--- config.mk ---
export PLATFORM = sky130hd
export DESIGN_NAME = binary_to_decimal_ascii_flat
export DESIGN_NICKNAME = d
export VERILOG_FILES = /design/src/sv/bda_pkg.sv /design/src/sv/bda_num_if.sv /design/src/sv/bda_dig_if.sv /design/src/sv/bda_cell.sv /design/src/sv/binary_to_decimal_ascii.sv /design/src/flat_wrapper.sv
export SDC_FILE = /design/constraint.sdc
export NUM_CORES = 1
export LEC_CHECK = 0
export BUFFER_PORTS_ARGS = -buffer_cell sky130_fd_sc_hd__buf_2
export CAP_MARGIN = 20
export CORE_ASPECT_RATIO = 1.75
export CORE_MARGIN = 1
export CORE_UTILIZATION = 60
export CTS_BUF_LIST = sky130_fd_sc_hd__clkbuf_8
export DETAILED_ROUTE_END_ITERATION = 10
export PLACE_DENSITY = 0.76
export SLEW_MARGIN = 20
export SYNTH_ARGS = -nofsm -noshare
export SYNTH_HDL_FRONTEND = slang
export SYNTH_SLANG_ARGS = --single-unit
export TNS_END_PERCENT = 100
--- constraint.sdc ---
create_clock -name clk -period 3.2 [get_ports clk]
set_input_delay 0.32 -clock clk [delete_from_list [all_inputs] [get_ports clk]]
set_output_delay 0.32 -clock clk [all_outputs]
set_load 0.02 [all_outputs]
--- src/sv/bda_pkg.sv ---
package bda_pkg;

  localparam int NUM_BITS   = 32;
  localparam int NUM_DIGITS = 10;
  localparam int CNT_W      = $clog2(NUM_BITS);
  localparam int REM_W      = $clog2(NUM_DIGITS + 1);

  localparam logic [5:0] ASCII_ZERO = 6'd48;
  localparam logic [5:0] ASCII_NINE = 6'd57;

  typedef enum logic [1:0] {
    ST_IDLE,
    ST_CONVERT,
    ST_EMIT
  } state_t;

  // control shared by every digit cell of the row
  typedef struct packed {
    logic clear;
    logic shift_bit;
    logic shift_digit;
  } cell_ctrl_t;

endpackage

--- src/sv/bda_num_if.sv ---
interface bda_num_if;
  logic        valid;
  logic        ready;
  logic [31:0] number;

  modport source (output valid, output number, input ready);
  modport sink   (input valid, input number, output ready);
endinterface

--- src/sv/bda_dig_if.sv ---
interface bda_dig_if;
  logic       valid;
  logic       ready;
  logic [5:0] digit_char;
  logic       last_digit;

  modport source (output valid, output digit_char, output last_digit, input ready);
  modport sink   (input valid, input digit_char, input last_digit, output ready);
endinterface

--- src/sv/bda_cell.sv ---
module bda_cell (
  input  logic               clk,
  input  bda_pkg::cell_ctrl_t ctrl,
  input  logic               bit_in,
  input  logic [3:0]         digit_in,
  output logic               bit_out,
  output logic [3:0]         digit
);

  logic [3:0] adj;

  // add-3 correction before the doubling shift
  assign adj     = (digit >= 4'd5) ? digit + 4'd3 : digit;
  assign bit_out = adj[3];

  always_ff @(posedge clk) begin
    if (ctrl.clear) begin
      digit <= 4'd0;
    end else if (ctrl.shift_bit) begin
      digit <= {adj[2:0], bit_in};
    end else if (ctrl.shift_digit) begin
      digit <= digit_in;
    end
  end

endmodule

--- src/sv/binary_to_decimal_ascii.sv ---
// Converts one 32-bit unsigned number per request into its decimal digits as ASCII
// codes, most significant first, with leading zeros dropped and the final digit
// flagged by last_digit. A number is taken only while the block is idle. The
// conversion runs through a row of ten BCD digit cells, one input bit per cycle;
// then the row shifts one digit per cycle toward the output, skipping each leading
// zero (up to nine) without waiting and delivering each digit only while the
// output side is ready, so a stalled output holds the row.
module binary_to_decimal_ascii (
  input  logic             clk,
  input  logic             rst,
  bda_num_if.sink          numbers,
  bda_dig_if.source        digits
);

  localparam int TOP = bda_pkg::NUM_DIGITS - 1;

  bda_pkg::state_t                  state, state_next;
  bda_pkg::cell_ctrl_t              ctrl;
  logic [bda_pkg::NUM_BITS-1:0]     bin;
  logic [bda_pkg::CNT_W-1:0]        cnt;
  logic [bda_pkg::REM_W-1:0]        rem;
  logic                             started;
  logic                             lead_zero;
  logic                             cnt_done;
  logic                             out_fire;

  logic [3:0] digit     [bda_pkg::NUM_DIGITS];
  logic       carry     [bda_pkg::NUM_DIGITS];

  for (genvar i = 0; i < bda_pkg::NUM_DIGITS; i++) begin : g_cell
    logic       bit_in;
    logic [3:0] digit_in;

    if (i == 0) begin : g_first
      assign bit_in   = bin[bda_pkg::NUM_BITS-1];
      assign digit_in = 4'd0;
    end else begin : g_rest
      assign bit_in   = carry[i-1];
      assign digit_in = digit[i-1];
    end

    bda_cell u_cell (
      .clk      (clk),
      .ctrl     (ctrl),
      .bit_in   (bit_in),
      .digit_in (digit_in),
      .bit_out  (carry[i]),
      .digit    (digit[i])
    );
  end

  assign cnt_done  = (cnt == bda_pkg::CNT_W'(bda_pkg::NUM_BITS - 1));
  assign lead_zero = (digit[TOP] == 4'd0) && !started && (rem != bda_pkg::REM_W'(1));
  assign out_fire  = digits.valid && digits.ready;

  assign digits.digit_char = bda_pkg::ASCII_ZERO + {2'b00, digit[TOP]};
  assign digits.last_digit = (rem == bda_pkg::REM_W'(1));

  // next state
  always_comb begin
    state_next = state;
    unique case (state)
      bda_pkg::ST_IDLE: begin
        if (numbers.valid) state_next = bda_pkg::ST_CONVERT;
      end
      bda_pkg::ST_CONVERT: begin
        if (cnt_done) state_next = bda_pkg::ST_EMIT;
      end
      bda_pkg::ST_EMIT: begin
        if (out_fire && digits.last_digit) state_next = bda_pkg::ST_IDLE;
      end
      default: state_next = bda_pkg::ST_IDLE;
    endcase
  end

  // outputs
  always_comb begin
    numbers.ready    = 1'b0;
    digits.valid     = 1'b0;
    ctrl.clear       = 1'b0;
    ctrl.shift_bit   = 1'b0;
    ctrl.shift_digit = 1'b0;
    unique case (state)
      bda_pkg::ST_IDLE: begin
        numbers.ready = 1'b1;
        ctrl.clear    = numbers.valid;
      end
      bda_pkg::ST_CONVERT: begin
        ctrl.shift_bit = 1'b1;
      end
      bda_pkg::ST_EMIT: begin
        digits.valid     = !lead_zero;
        ctrl.shift_digit = lead_zero || digits.ready;
      end
      default: ;
    endcase
  end

  always_ff @(posedge clk) begin
    if (rst) begin
      state   <= bda_pkg::ST_IDLE;
      cnt     <= '0;
      rem     <= '0;
      started <= 1'b0;
    end else begin
      state <= state_next;
      unique case (state)
        bda_pkg::ST_IDLE: begin
          cnt <= '0;
        end
        bda_pkg::ST_CONVERT: begin
          cnt     <= cnt + 1'b1;
          rem     <= bda_pkg::REM_W'(bda_pkg::NUM_DIGITS);
          started <= 1'b0;
        end
        bda_pkg::ST_EMIT: begin
          if (out_fire) begin
            rem     <= rem - 1'b1;
            started <= 1'b1;
          end else if (lead_zero) begin
            rem <= rem - 1'b1;
          end
        end
        default: ;
      endcase
    end
  end

  // binary word feeding the cell row, msb first
  always_ff @(posedge clk) begin
    if (state == bda_pkg::ST_IDLE && numbers.valid) begin
      bin <= numbers.number;
    end else if (state == bda_pkg::ST_CONVERT) begin
      bin <= {bin[bda_pkg::NUM_BITS-2:0], 1'b0};
    end
  end

  // ten digits always hold a 32-bit value, so the top cell never overflows
  a_no_overflow: assert property (@(posedge clk) disable iff (rst)
    state == bda_pkg::ST_CONVERT |-> !carry[TOP])
    else $error("top digit cell overflowed");

  a_digit_range: assert property (@(posedge clk) disable iff (rst)
    digits.valid |-> (digits.digit_char >= bda_pkg::ASCII_ZERO &&
                      digits.digit_char <= bda_pkg::ASCII_NINE))
    else $error("digit outside ascii range");

  a_request_starts: assert property (@(posedge clk) disable iff (rst)
    numbers.valid && numbers.ready |=> state == bda_pkg::ST_CONVERT)
    else $error("request did not start conversion");

  a_last_ends_run: assert property (@(posedge clk) disable iff (rst)
    out_fire && digits.last_digit |=> state == bda_pkg::ST_IDLE && numbers.ready)
    else $error("run did not end after last digit");

endmodule
--- src/flat_wrapper.sv ---
// flat-port wrapper written by rule: the top's interface ports become plain ports
module binary_to_decimal_ascii_flat 
  (clk, rst, numbers_valid, numbers_number, numbers_ready, digits_valid, digits_digit_char, digits_last_digit, digits_ready);
  bda_num_if numbers_i ();
  bda_dig_if digits_i ();
  input  logic clk;
  input  logic rst;
  input wire logic [$bits(numbers_i.valid)-1:0] numbers_valid;
  input wire logic [$bits(numbers_i.number)-1:0] numbers_number;
  output wire logic [$bits(numbers_i.ready)-1:0] numbers_ready;
  output wire logic [$bits(digits_i.valid)-1:0] digits_valid;
  output wire logic [$bits(digits_i.digit_char)-1:0] digits_digit_char;
  output wire logic [$bits(digits_i.last_digit)-1:0] digits_last_digit;
  input wire logic [$bits(digits_i.ready)-1:0] digits_ready;
  assign numbers_i.valid = numbers_valid;
  assign numbers_i.number = numbers_number;
  assign numbers_ready = numbers_i.ready;
  assign digits_valid = digits_i.valid;
  assign digits_digit_char = digits_i.digit_char;
  assign digits_last_digit = digits_i.last_digit;
  assign digits_i.ready = digits_ready;
  binary_to_decimal_ascii u_core (.clk(clk), .rst(rst), .numbers(numbers_i), .digits(digits_i));
endmodule
==> parameters.txt, run 1 <==
Parameter                              Value

Clocking
  Clk sink count    84
  Clock slew seen by the registers of the worst setup and hold paths    ~90 ps
  CTS hold repair buffers    0
  CTS H-tree depth    3
  Post_cts resized    0
  Maximum buffer depth of the clock tree    2
  TritonCTS buffer count    9
  TritonCTS clock tree    built
  Insertion delay to the later sink of the worst-skew pair    370 ps
  Clk Tree Root Cell    clkbuf_8
  Number of setup buffers added after CTS    0

Timing
  Hold violation count in the final report    0
  Maximum clock skew at final layout    10.1 ps
  Final Max Tran Viols    0
  Setup repair after global routing missed its margin    no
  Transition time at the pin with the least slew margin    slightly above 800 ps
  Max Clock Freq    approximately 420 MHz
  Total of endpoints with negative setup slack in the final report    0
  Setup WS post-layout    798 ps
  Final critical path time including I/O delays and setup    2400 ps
  Slew HR    44.7%
  Setup Total Neg Slack    0 ps
  Part of the cycle the worst path needs    75.1%

Logic synthesis
  Yosys top cell area share    20.6%
  Synth unique cells    54
  Post-Synthesis Cell Area    5040 sq um
  Mux share of post-synthesis cell area    roughly 7.0%
  Library cell occupying the most area in the post-synthesis netlist    dfxtp_1
  Sequential element share of the synthesized area    39.7%
  Most used flip-flop cell after synthesis    dfxtp_1
  Synth warnings    0
  Adder and majority cell fraction of the synthesized area    6.94%
  Number of flops mapped to enable cells by yosys    32
  Largest cells by area after synthesis    dfxtp_1 (21%), edfxtp_1 (19%), nand2_1 (11%)
  Synth cell count leaders    nand2_1 (152), dfxtp_1 (52), edfxtp_1 (32)
  Fraction of registers with async set or reset after synthesis    0%
  Synth Area in Compound Gates    between 10% and 20%
  Combinational family with the most area after synthesis    simple AND/OR/NAND/NOR gates
  Yosys reg bits    84
  Number of instances in the synthesized netlist    just under 600
  Simple-Gate Fraction of Synth Area    24.9%
  Cell with the most instances after synthesis    nand2_1
  XOR/XNOR Fraction of Synth Area    1.74%
  Mean area per synthesized cell    8.62 sq um

Min path
  HP Start    numbers_number[25]
  Hold WC Path Type    input pin to flop
  Destination of the worst hold path    u_core.bin[25]
  Number of cells traversed by the worst hold path    3

Route
  DRC    8
  Detail-routed via count per cell    5.88
  Vias    4123
  Remaining number of nets flagged by the antenna check after routing    0
  Drt first-iter violations    175
  Routed wire length    10600 microns
  Number of search-and-repair iterations in the first detailed-routing pass    7
  Post-DR wirelength/cell    15.1 microns

GRT
  Pin count of the biggest net entering global routing    50
  Via count of the first global-routing pass    4018
  Total track usage    25.5%
  Grt total ovfl    0
  Initial antenna violation count    0
  Wire length of the first global-routing pass    17500 microns

Floorplan
  Die Height    between 100 and 150 microns
  Initial Utilization    62.9%
  Total core area    8020 sq um
  Total I/O pin count    45
  Cell Rows    43
  Die area    ~8800 sq um
  Horizontal extent of the die    71.3 microns

Finish
  Fillers    676
  Area overhead of the layout relative to synthesis    7.32%
  # nets final    670
  Share of layout cells above drive strength 1    roughly 15%
  Antenna fix cells    0
  Final Core Density    67.5%

Outcome
  Status    finished with violations
  Failing checks    DRC

Setup path
  Worst path required time    3490 ps
  Endpoint class of the critical path    flop
  Endpoint of the most critical register-to-register path    u_core.g_cell[4].u_cell.digit[1]
  Startpoint-to-endpoint class of the critical path    flop to flop
  Number of cells on the worst reg-to-reg path    7
  Slowest stage cell on the critical path    o211a_1
  Critical path, cell by cell    inv_1 > ha_1 > nor4b_1 > o211a_1 > buf_12 > mux2_4 > a211oi_2
  Crit-path max cell delay    470 ps
  Startpoint of the worst register-to-register path    u_core.g_cell[9].u_cell.digit[0]
  Crit path DAT    around 2700 ps
  Nature of the critical path startpoint    flop
  Worst-path fanout max    27
  Register-to-Register Setup Slack    between 700 and 800 ps

Pwr
  P per Cell Area    678 nW/um^2
  Leak    0.00222 uW
  Maximum vdd ir drop    between 500 and 600 uV

Flow run
  Max cap viols    0

Place
  Final estimated routing congestion in global placement    approximately 0.82
  Post-DP HPWL    roughly 7300 microns
  Port bufs    42
  Worst Setup Slack post-DPL    between 800 and 900 ps
worst max path at each step:
stage	endpoint	startpoint	depth (start not counted)	slack [ps]
floorplan	u_core.bin[0]	u_core.state[1]	7	680
global placement	u_core.g_cell[7].u_cell.digit[1]	u_core.g_cell[9].u_cell.digit[0]	7	1020
detailed placement	u_core.g_cell[4].u_cell.digit[1]	u_core.g_cell[9].u_cell.digit[0]	7	830
CTS	u_core.g_cell[4].u_cell.digit[1]	u_core.g_cell[9].u_cell.digit[0]	7	810
global route	u_core.g_cell[3].u_cell.digit[1]	u_core.g_cell[9].u_cell.digit[0]	7	640
finish	u_core.g_cell[4].u_cell.digit[1]	u_core.g_cell[9].u_cell.digit[0]	7	800
area by class of cell:
class / instances / area, sq um / area share [%]
sequential: 84 / 2000 / 37.0
clock buffer: 9 / 124 / 2.29
clock inverter: 7 / 67.6 / 1.25
tap: 90 / 113 / 2.08
multi-input combinational: 433 / 2700 / 49.9
timing repair buffer: 51 / 303 / 5.59
inverter: 27 / 101 / 1.87
registers in the layout (all words and copies together), names as in the netlist:
name	flops
u_core.state	2
u_core.cnt	5
u_core.bin	32
u_core.rem	4
u_core.started	1
u_core.g_cell.u_cell.digit	40
worst max-delay path, delay by kind of cell (launching register included):
kind,cells,cell delay [ps]
flops,1,330
compound gates,2,660
fa+ha+maj,1,200
simple gates,1,440
buf+inv,2,370
mux,1,310
cells in the final DEF, fill, tap and decap left out, drive strengths merged, types with 3 or more instances in the layout:
cell type,instances
o21ai,18
a21oi,20
a221oi,4
nand3,8
and2,3
ha,28
o221ai,5
nor2b,4
nor3b,12
mux2i,18
nand4,5
edfxtp,32
a211oi,15
dfxtp,52
nand2,152
nor4,13
or3,5
a31oi,12
nor3,26
mux2,13
clkbuf,9
o21a,6
buf,51
nor2,21
xnor2,10
nand2b,11
inv,29
metal layers:
metal	track usage, %	up-vias	share of wire [%]
li1	-	2083	-
met4	15.1	0	2.9
met3	5.22	24	3.3
met5	0	-	0
met1	26.1	1932	42
met2	47.0	84	52
report_power, final:
part / leakage (uW) / switching [uW] / internal, uW
combinational: 0.00138 / 739 / 552
sequential: 0.000744 / 226 / 1400
clock: 0.0000968 / 395 / 357
metrics by stage:
stage | cell area [sq um] | instances | total power, uW | hold slack [ps]
floorplan | 5050 | 586 | 2640 | 388
global placement | 5220 | 685 | 2880 | 488
detailed placement | 5220 | 685 | 2940 | 493
CTS | 5410 | 701 | 3690 | 200
global route | 5410 | 701 | 3910 | 205
finish | 5410 | 701 | 3670 | 205
cell families (layout without fill, tap and decap cells):
kind of cell / count (synthesis) / in the layout
flip-flops: 84 / 84
buffers and inverters: 69 / 94
multiplexers: 31 / 31
XOR/XNOR: 10 / 10
AND/OR/NAND/NOR: 270 / 270
adder cells (fa/ha/maj): 28 / 28
AO/OA/AOI/OAI: 92 / 92
other: 1 / 2
Note: power is estimated with default switching activity, not from simulation.
==> run 2: changes to the inputs <==
Clock period 3.2 ns to 2.43 ns, I/O delays scaled along.
==> run 2 against run 1 <==
Effect of this change: clock power is 30% higher; sequential share of layout area is 0.56 points lower; critical path depth is 1 lower; largest cell class unchanged; sequential power is 31% higher; power is 33% higher; design area is 1.5% higher; largest power group unchanged; critical endpoint is now digits_valid; the run still ends with DRC left; register-to-register slack worse by 480 ps; flip-flop and latch count stayed put.
==> parameters.txt, run 2 (synthesis results as in run 1) <==
Parameter                              Value

Outcome
  Status    finished with violations
  Failing checks    DRC

GRT
  Grt total ovfl    0
  Pin count of the biggest net entering global routing    33
  Met1 Use GR    27.7%
  Via count of the first global-routing pass    4125
  Global routing met3 resource utilization    slightly below 5%
  Initial antenna violation count    0
  Grt met2 use    approximately half
  Most crowded layer after global routing    met2
  Total track usage    between 20% and 30%
  Wire length of the first global-routing pass    18000 microns

Pwr
  Maximum vdd ir drop    around 470 uV
  Clock power share    between 20% and 30%
  Internal power of the cells    3080 uW
  Combinational share of power    36.0%
  Switching power of the nets    1790 uW
  Fraction of power consumed by sequential logic    ~44%
  Post-layout power    4870 uW
  P per Cell Area    886 nW/um^2
  Sw Share    36.8%
  Leak    0.00227 uW

Setup path
  Startpoint-to-endpoint class of the critical path    flop to output pin
  Number of cells on the worst reg-to-reg path    7
  Register-to-Register Setup Slack    320 ps
  Endpoint of the most critical register-to-register path    u_core.g_cell[9].u_cell.digit[1]
  Worst-path fanout max    4
  Crit-path max cell delay    340 ps
  Worst path required time    2190 ps
  Endpoint class of the critical path    output pin
  Startpoint of the worst register-to-register path    u_core.rem[1]
  Crit path DAT    1920 ps
  Nature of the critical path startpoint    flop
  Critical path, cell by cell    inv_1 > ha_1 > nor4b_2 > or2b_1 > and2_1 > buf_2
  Slowest stage cell on the critical path    dfxtp_1

Floorplan
  Die area    8790 sq um
  Die Height    ~120 microns
  Cell Rows    43
  Initial Utilization    62.9%
  Total core area    8020 sq um
  Horizontal extent of the die    around 71 microns
  Total I/O pin count    45

Timing
  Min Hold Slack    ~130 ps
  Final critical path time including I/O delays and setup    2160 ps
  Slew HR    59.2%
  Maximum clock skew at final layout    8.77 ps
  Setup repair after global routing missed its margin    no
  Transition time at the pin with the least slew margin    a little over 600 ps
  Hold violation count in the final report    0
  Total of endpoints with negative setup slack in the final report    0
  Setup Total Neg Slack    0 ps
  Part of the cycle the worst path needs    88.9%
  Max Clock Freq    463 MHz
  Final Max Tran Viols    0

Finish
  Max reg flops    40
  # nets final    approximately 680
  Largest registers    u_core.g_cell.u_cell.digit (40), u_core.bin (32), u_core.cnt (5)
  Most frequent cells in the layout    nand2_1 (151), dfxtp_1 (52), buf_2 (42)
  Share of layout cells above drive strength 1    16.5%
  Final design area excluding fillers    5500 sq um
  Register ranked first by flip-flop count    u_core.g_cell.u_cell.digit
  Final Core Density    68.6%
  Most common library cell in the layout ignoring fill and taps    nand2_1
  Antenna fix cells    0
  Area overhead of the layout relative to synthesis    8.95%

Place
  Port bufs    42
  Final estimated routing congestion in global placement    0.799
  Post-DP HPWL    7430 microns
  Area post-placement    5300 sq um

Clocking
  Clk sink count    84
  CTS H-tree depth    3
  Insertion delay to the later sink of the worst-skew pair    between 300 and 400 ps
  Clk Tree Root Cell    clkbuf_8
  TritonCTS clock tree    built
  Maximum buffer depth of the clock tree    2
  Clock slew seen by the registers of the worst setup and hold paths    90 ps
  TritonCTS buffer count    9
  CTS hold repair buffers    0

Min path
  HP Start    numbers_number[9]
  Destination of the worst hold path    u_core.bin[9]
  Hold WC Path Type    input pin to flop
  Number of cells traversed by the worst hold path    3

Route
  Post-DR wirelength/cell    14.7 microns
  Routed wire length    between 10000 and 15000 microns
  Vias    roughly 4200
  Number of search-and-repair iterations in the first detailed-routing pass    7
  Detail-routed via count per cell    5.92
  DRC    7
  Remaining number of nets flagged by the antenna check after routing    0
  Drt first-iter violations    201

Flow run
  Max cap viols    0
==> run 2: cell types whose count changed in the layout (fill, tap and decap cells not counted), sizes merged <==
cell      before  now
buf           51   59
clkinv         2    0
clkinvlp       2    3
inv           29   30
==> run 2: what timing repair did <==
item	4_1_cts	5_1_grt
buffers inserted	0	0
setup endpoints to repair	0	1
resized for setup	0	1
==> run 2: layer usage <==
metal	up-vias	share of wire, %	routed length [microns]
met5	-	0	0
met4	0	2.0	212
met3	18	3.7	385
met2	102	53	5530
met1	1986	41	4320
li1	2093	-	-
==> run 2: power groups by stage <==
stage               combinational [uW]  sequential [uW]  clock, uW
detailed placement                1750             2160          0
CTS                               1760             2130        994
global route                      1960             2190       1060
finish                            1750             2140        980
global placement                  1680             2140          0
floorplan                         1410             2070          0
==> run 2: how the worst max path moves through the flow <==
stage,startpoint,endpoint,cells after the start
2_1_floorplan,u_core.state[1],u_core.bin[0],7
3_3_place_gp,u_core.g_cell[9].u_cell.digit[0],u_core.rem[1],6
3_5_place_dp,u_core.g_cell[9].u_cell.digit[0],u_core.g_cell[7].u_cell.digit[1],7
4_1_cts,u_core.g_cell[9].u_cell.digit[0],digits_valid,6
5_1_grt,u_core.g_cell[9].u_cell.digit[0],digits_valid,6
6_report,u_core.g_cell[9].u_cell.digit[0],digits_valid,6
==> run 2: layout make-up <==
type,instances,area [sq um]
Fill cell,643,2520
Multi-Input combinational cell,433,2710
Clock buffer,9,124
Timing Repair Buffer,59,375
Tap cell,90,113
Inverter,27,101
Sequential cell,84,2000
Clock inverter,7,68.8
==> run 2: stage by stage <==
stage                     worst slack, ps  cells
final                                 269    709
after global routing                  124    709
after CTS                             111    709
after detailed placement              277    693
after global placement                411    693
after floorplan                       217    586
==> run 2: worst max-delay path, delay by kind of cell (launching register included) <==
family | cells | cell delay [ps]
and+or+nand+nor | 3 | 750
DFF | 1 | 340
buffers and inverters | 2 | 280
adders and majority gates | 1 | 180
==> run 3: changes to the inputs <==
Settings changed: MAX_ROUTING_LAYER set to met4.
==> run 3 against run 2 <==
Effect of this change: the flow still finishes with violations (DRC); critical endpoint is now u_core.rem[1]; core utilization unchanged; setup slack improved by 5.4 ps; largest cell class unchanged; clock-buffer cell count increased by 1; sequential power about the same; sequential share of layout area unchanged.
==> parameters.txt, run 3 (synthesis results as in run 1) <==
Parameter                              Value

Outcome
  Status    finished with violations
  Failing checks    DRC

Timing
  Hold violation count in the final report    0
  Setup repair after global routing missed its margin    no
  Part of the cycle the worst path needs    88.7%
  Final critical path time including I/O delays and setup    2160 ps
  Max Clock Freq    464 MHz
  Transition time at the pin with the least slew margin    611 ps
  Setup WS post-layout    274 ps
  Total of endpoints with negative setup slack in the final report    0
  Final Max Tran Viols    0
  Slew HR    59.2%
  Setup Total Neg Slack    0 ps
  Maximum clock skew at final layout    just under 8 ps
  Min Hold Slack    122 ps

Setup path
  Startpoint-to-endpoint class of the critical path    flop to flop
  Cell family with the largest share of critical-path delay    compound AO/OA/AOI/OAI gates
  Crit path buffers/inverters    1
  Worst-path fanout max    4
  Endpoint class of the critical path    flop
  Nature of the critical path startpoint    flop
  Slowest stage cell on the critical path    or4b_2
  Crit path DAT    2440 ps
  Critical path, cell by cell    inv_1 > ha_1 > or4b_2 > o21ai_0 > a21oi_1 > a311oi_2
  Crit-path max cell delay    roughly 570 ps
  Worst path required time    about 2700 ps

GRT
  Initial antenna violation count    0
  Pin count of the biggest net entering global routing    33
  Wire length of the first global-routing pass    17700 microns
  Total track usage    approximately a quarter
  Grt total ovfl    0
  Via count of the first global-routing pass    4010

Finish
  Most common library cell in the layout ignoring fill and taps    nand2_1
  Storage element area    ~2000 sq um
  Share of layout cells above drive strength 1    between 10% and 20%
  Antenna fix cells    0
  Final Core Density    68.6%
  Most frequent cells in the layout    nand2_1 (151), dfxtp_1 (52), buf_2 (42)
  Max reg flops    40
  # nets final    680
  Final design area excluding fillers    5500 sq um
  Fillers    around 660
  Area taken by multi-input logic gates    2710 sq um
  Area overhead of the layout relative to synthesis    8.95%
  Largest registers    u_core.g_cell.u_cell.digit (40), u_core.bin (32), u_core.cnt (5)
  Register ranked first by flip-flop count    u_core.g_cell.u_cell.digit

Place
  Port bufs    42
  Worst Setup Slack post-DPL    312 ps
  Final estimated routing congestion in global placement    between 0.8 and 0.9
  Area post-placement    5310 sq um
  Post-DP HPWL    7440 microns

Route
  Drt first-iter violations    about 300
  Highest signal layer in the routed design    met4
  Number of search-and-repair iterations in the first detailed-routing pass    8
  DRC    7
  Post-DR wirelength/cell    approximately 15 microns
  Vias    4229
  Detailed route wirelength on metal3    328 microns
  Met2 wire len    between 5000 and 6000 microns
  Remaining number of nets flagged by the antenna check after routing    0
  Wire length the detailed router placed on met1    4340 microns
  Routed wire length    10500 microns
  Detail-routed via count per cell    5.95

Pwr
  Maximum vdd ir drop    486 uV
  P per Cell Area    876 nW/um^2
  Leak    approximately 0.0023 uW

Floorplan
  Initial Utilization    a little over three fifths
  Total core area    8020 sq um
  Die Height    roughly 120 microns
  Horizontal extent of the die    71.3 microns
  Total I/O pin count    45
  Cell Rows    43
  Die area    8790 sq um

Flow run
  Max cap viols    0

Clocking
  Number of setup buffers added after CTS    0
  CTS H-tree depth    3
  Clock slew seen by the registers of the worst setup and hold paths    90 ps
  Insertion delay to the later sink of the worst-skew pair    370 ps
  Maximum buffer depth of the clock tree    2
  TritonCTS clock tree    built
  CTS hold repair buffers    0
  TritonCTS buffer count    9
  Clk Tree Root Cell    clkbuf_8
  Clk sink count    84

Min path
  Hold WC Path Type    input pin to flop
[run 3: worst paths after layout]
path                                                       start              to  slack (ps)  depth (start not counted)
worst max-delay path            u_core.g_cell[9].u_cell.digit[0]   u_core.rem[1]         270                          6
worst min-delay path                          numbers_number[25]  u_core.bin[25]         120                          3
worst max register to register  u_core.g_cell[9].u_cell.digit[0]   u_core.rem[1]         270                          6
worst min register to register                     u_core.bin[3]   u_core.bin[4]         520                          2
[run 3: worst register-to-register path, stage by stage (launching register included)]
cell and delay, ps:
dfxtp_1 330, inv_1 130, ha_1 180, or4b_2 570, o21ai_0 440, a21oi_1 160, a311oi_2 260
[run 3: final cells by class]
class | count | share of cell area, %
tap | 90 | 2.05
multi-input combinational | 433 | 49.4
clock inverter | 6 | 0.728
clock buffer | 10 | 2.50
timing repair buffer | 61 | 7.10
sequential | 84 | 36.4
inverter | 27 | 1.84
[run 3: per-stage QoR]
stage / std cells / total power [uW]
6_report: 711 / 4810
5_1_grt: 711 / 5130
4_1_cts: 711 / 4830
3_5_place_dp: 695 / 3900
3_3_place_gp: 695 / 3830
2_1_floorplan: 586 / 3480
[run 3: timing repair]
action / CTS / global route
endpoints found under the setup margin: 0 / 1
resized for setup: 0 / 1
endpoints found under the hold margin: 0 / 0
[run 3: where the power goes]
group	internal, uW	leakage (uW)	switching [uW]	total (uW)
clock	397	0.0000861	535	932
combinational	768	0.00144	985	1750
sequential	1840	0.000744	287	2130
[run 3: routing by layer]
metal  vias to the layer above  track usage, %
met2                       109            45.4
li1                       2101               -
met4                         0            16.5
met5                         -               -
met3                        25            3.26
met1                      1994            28.6
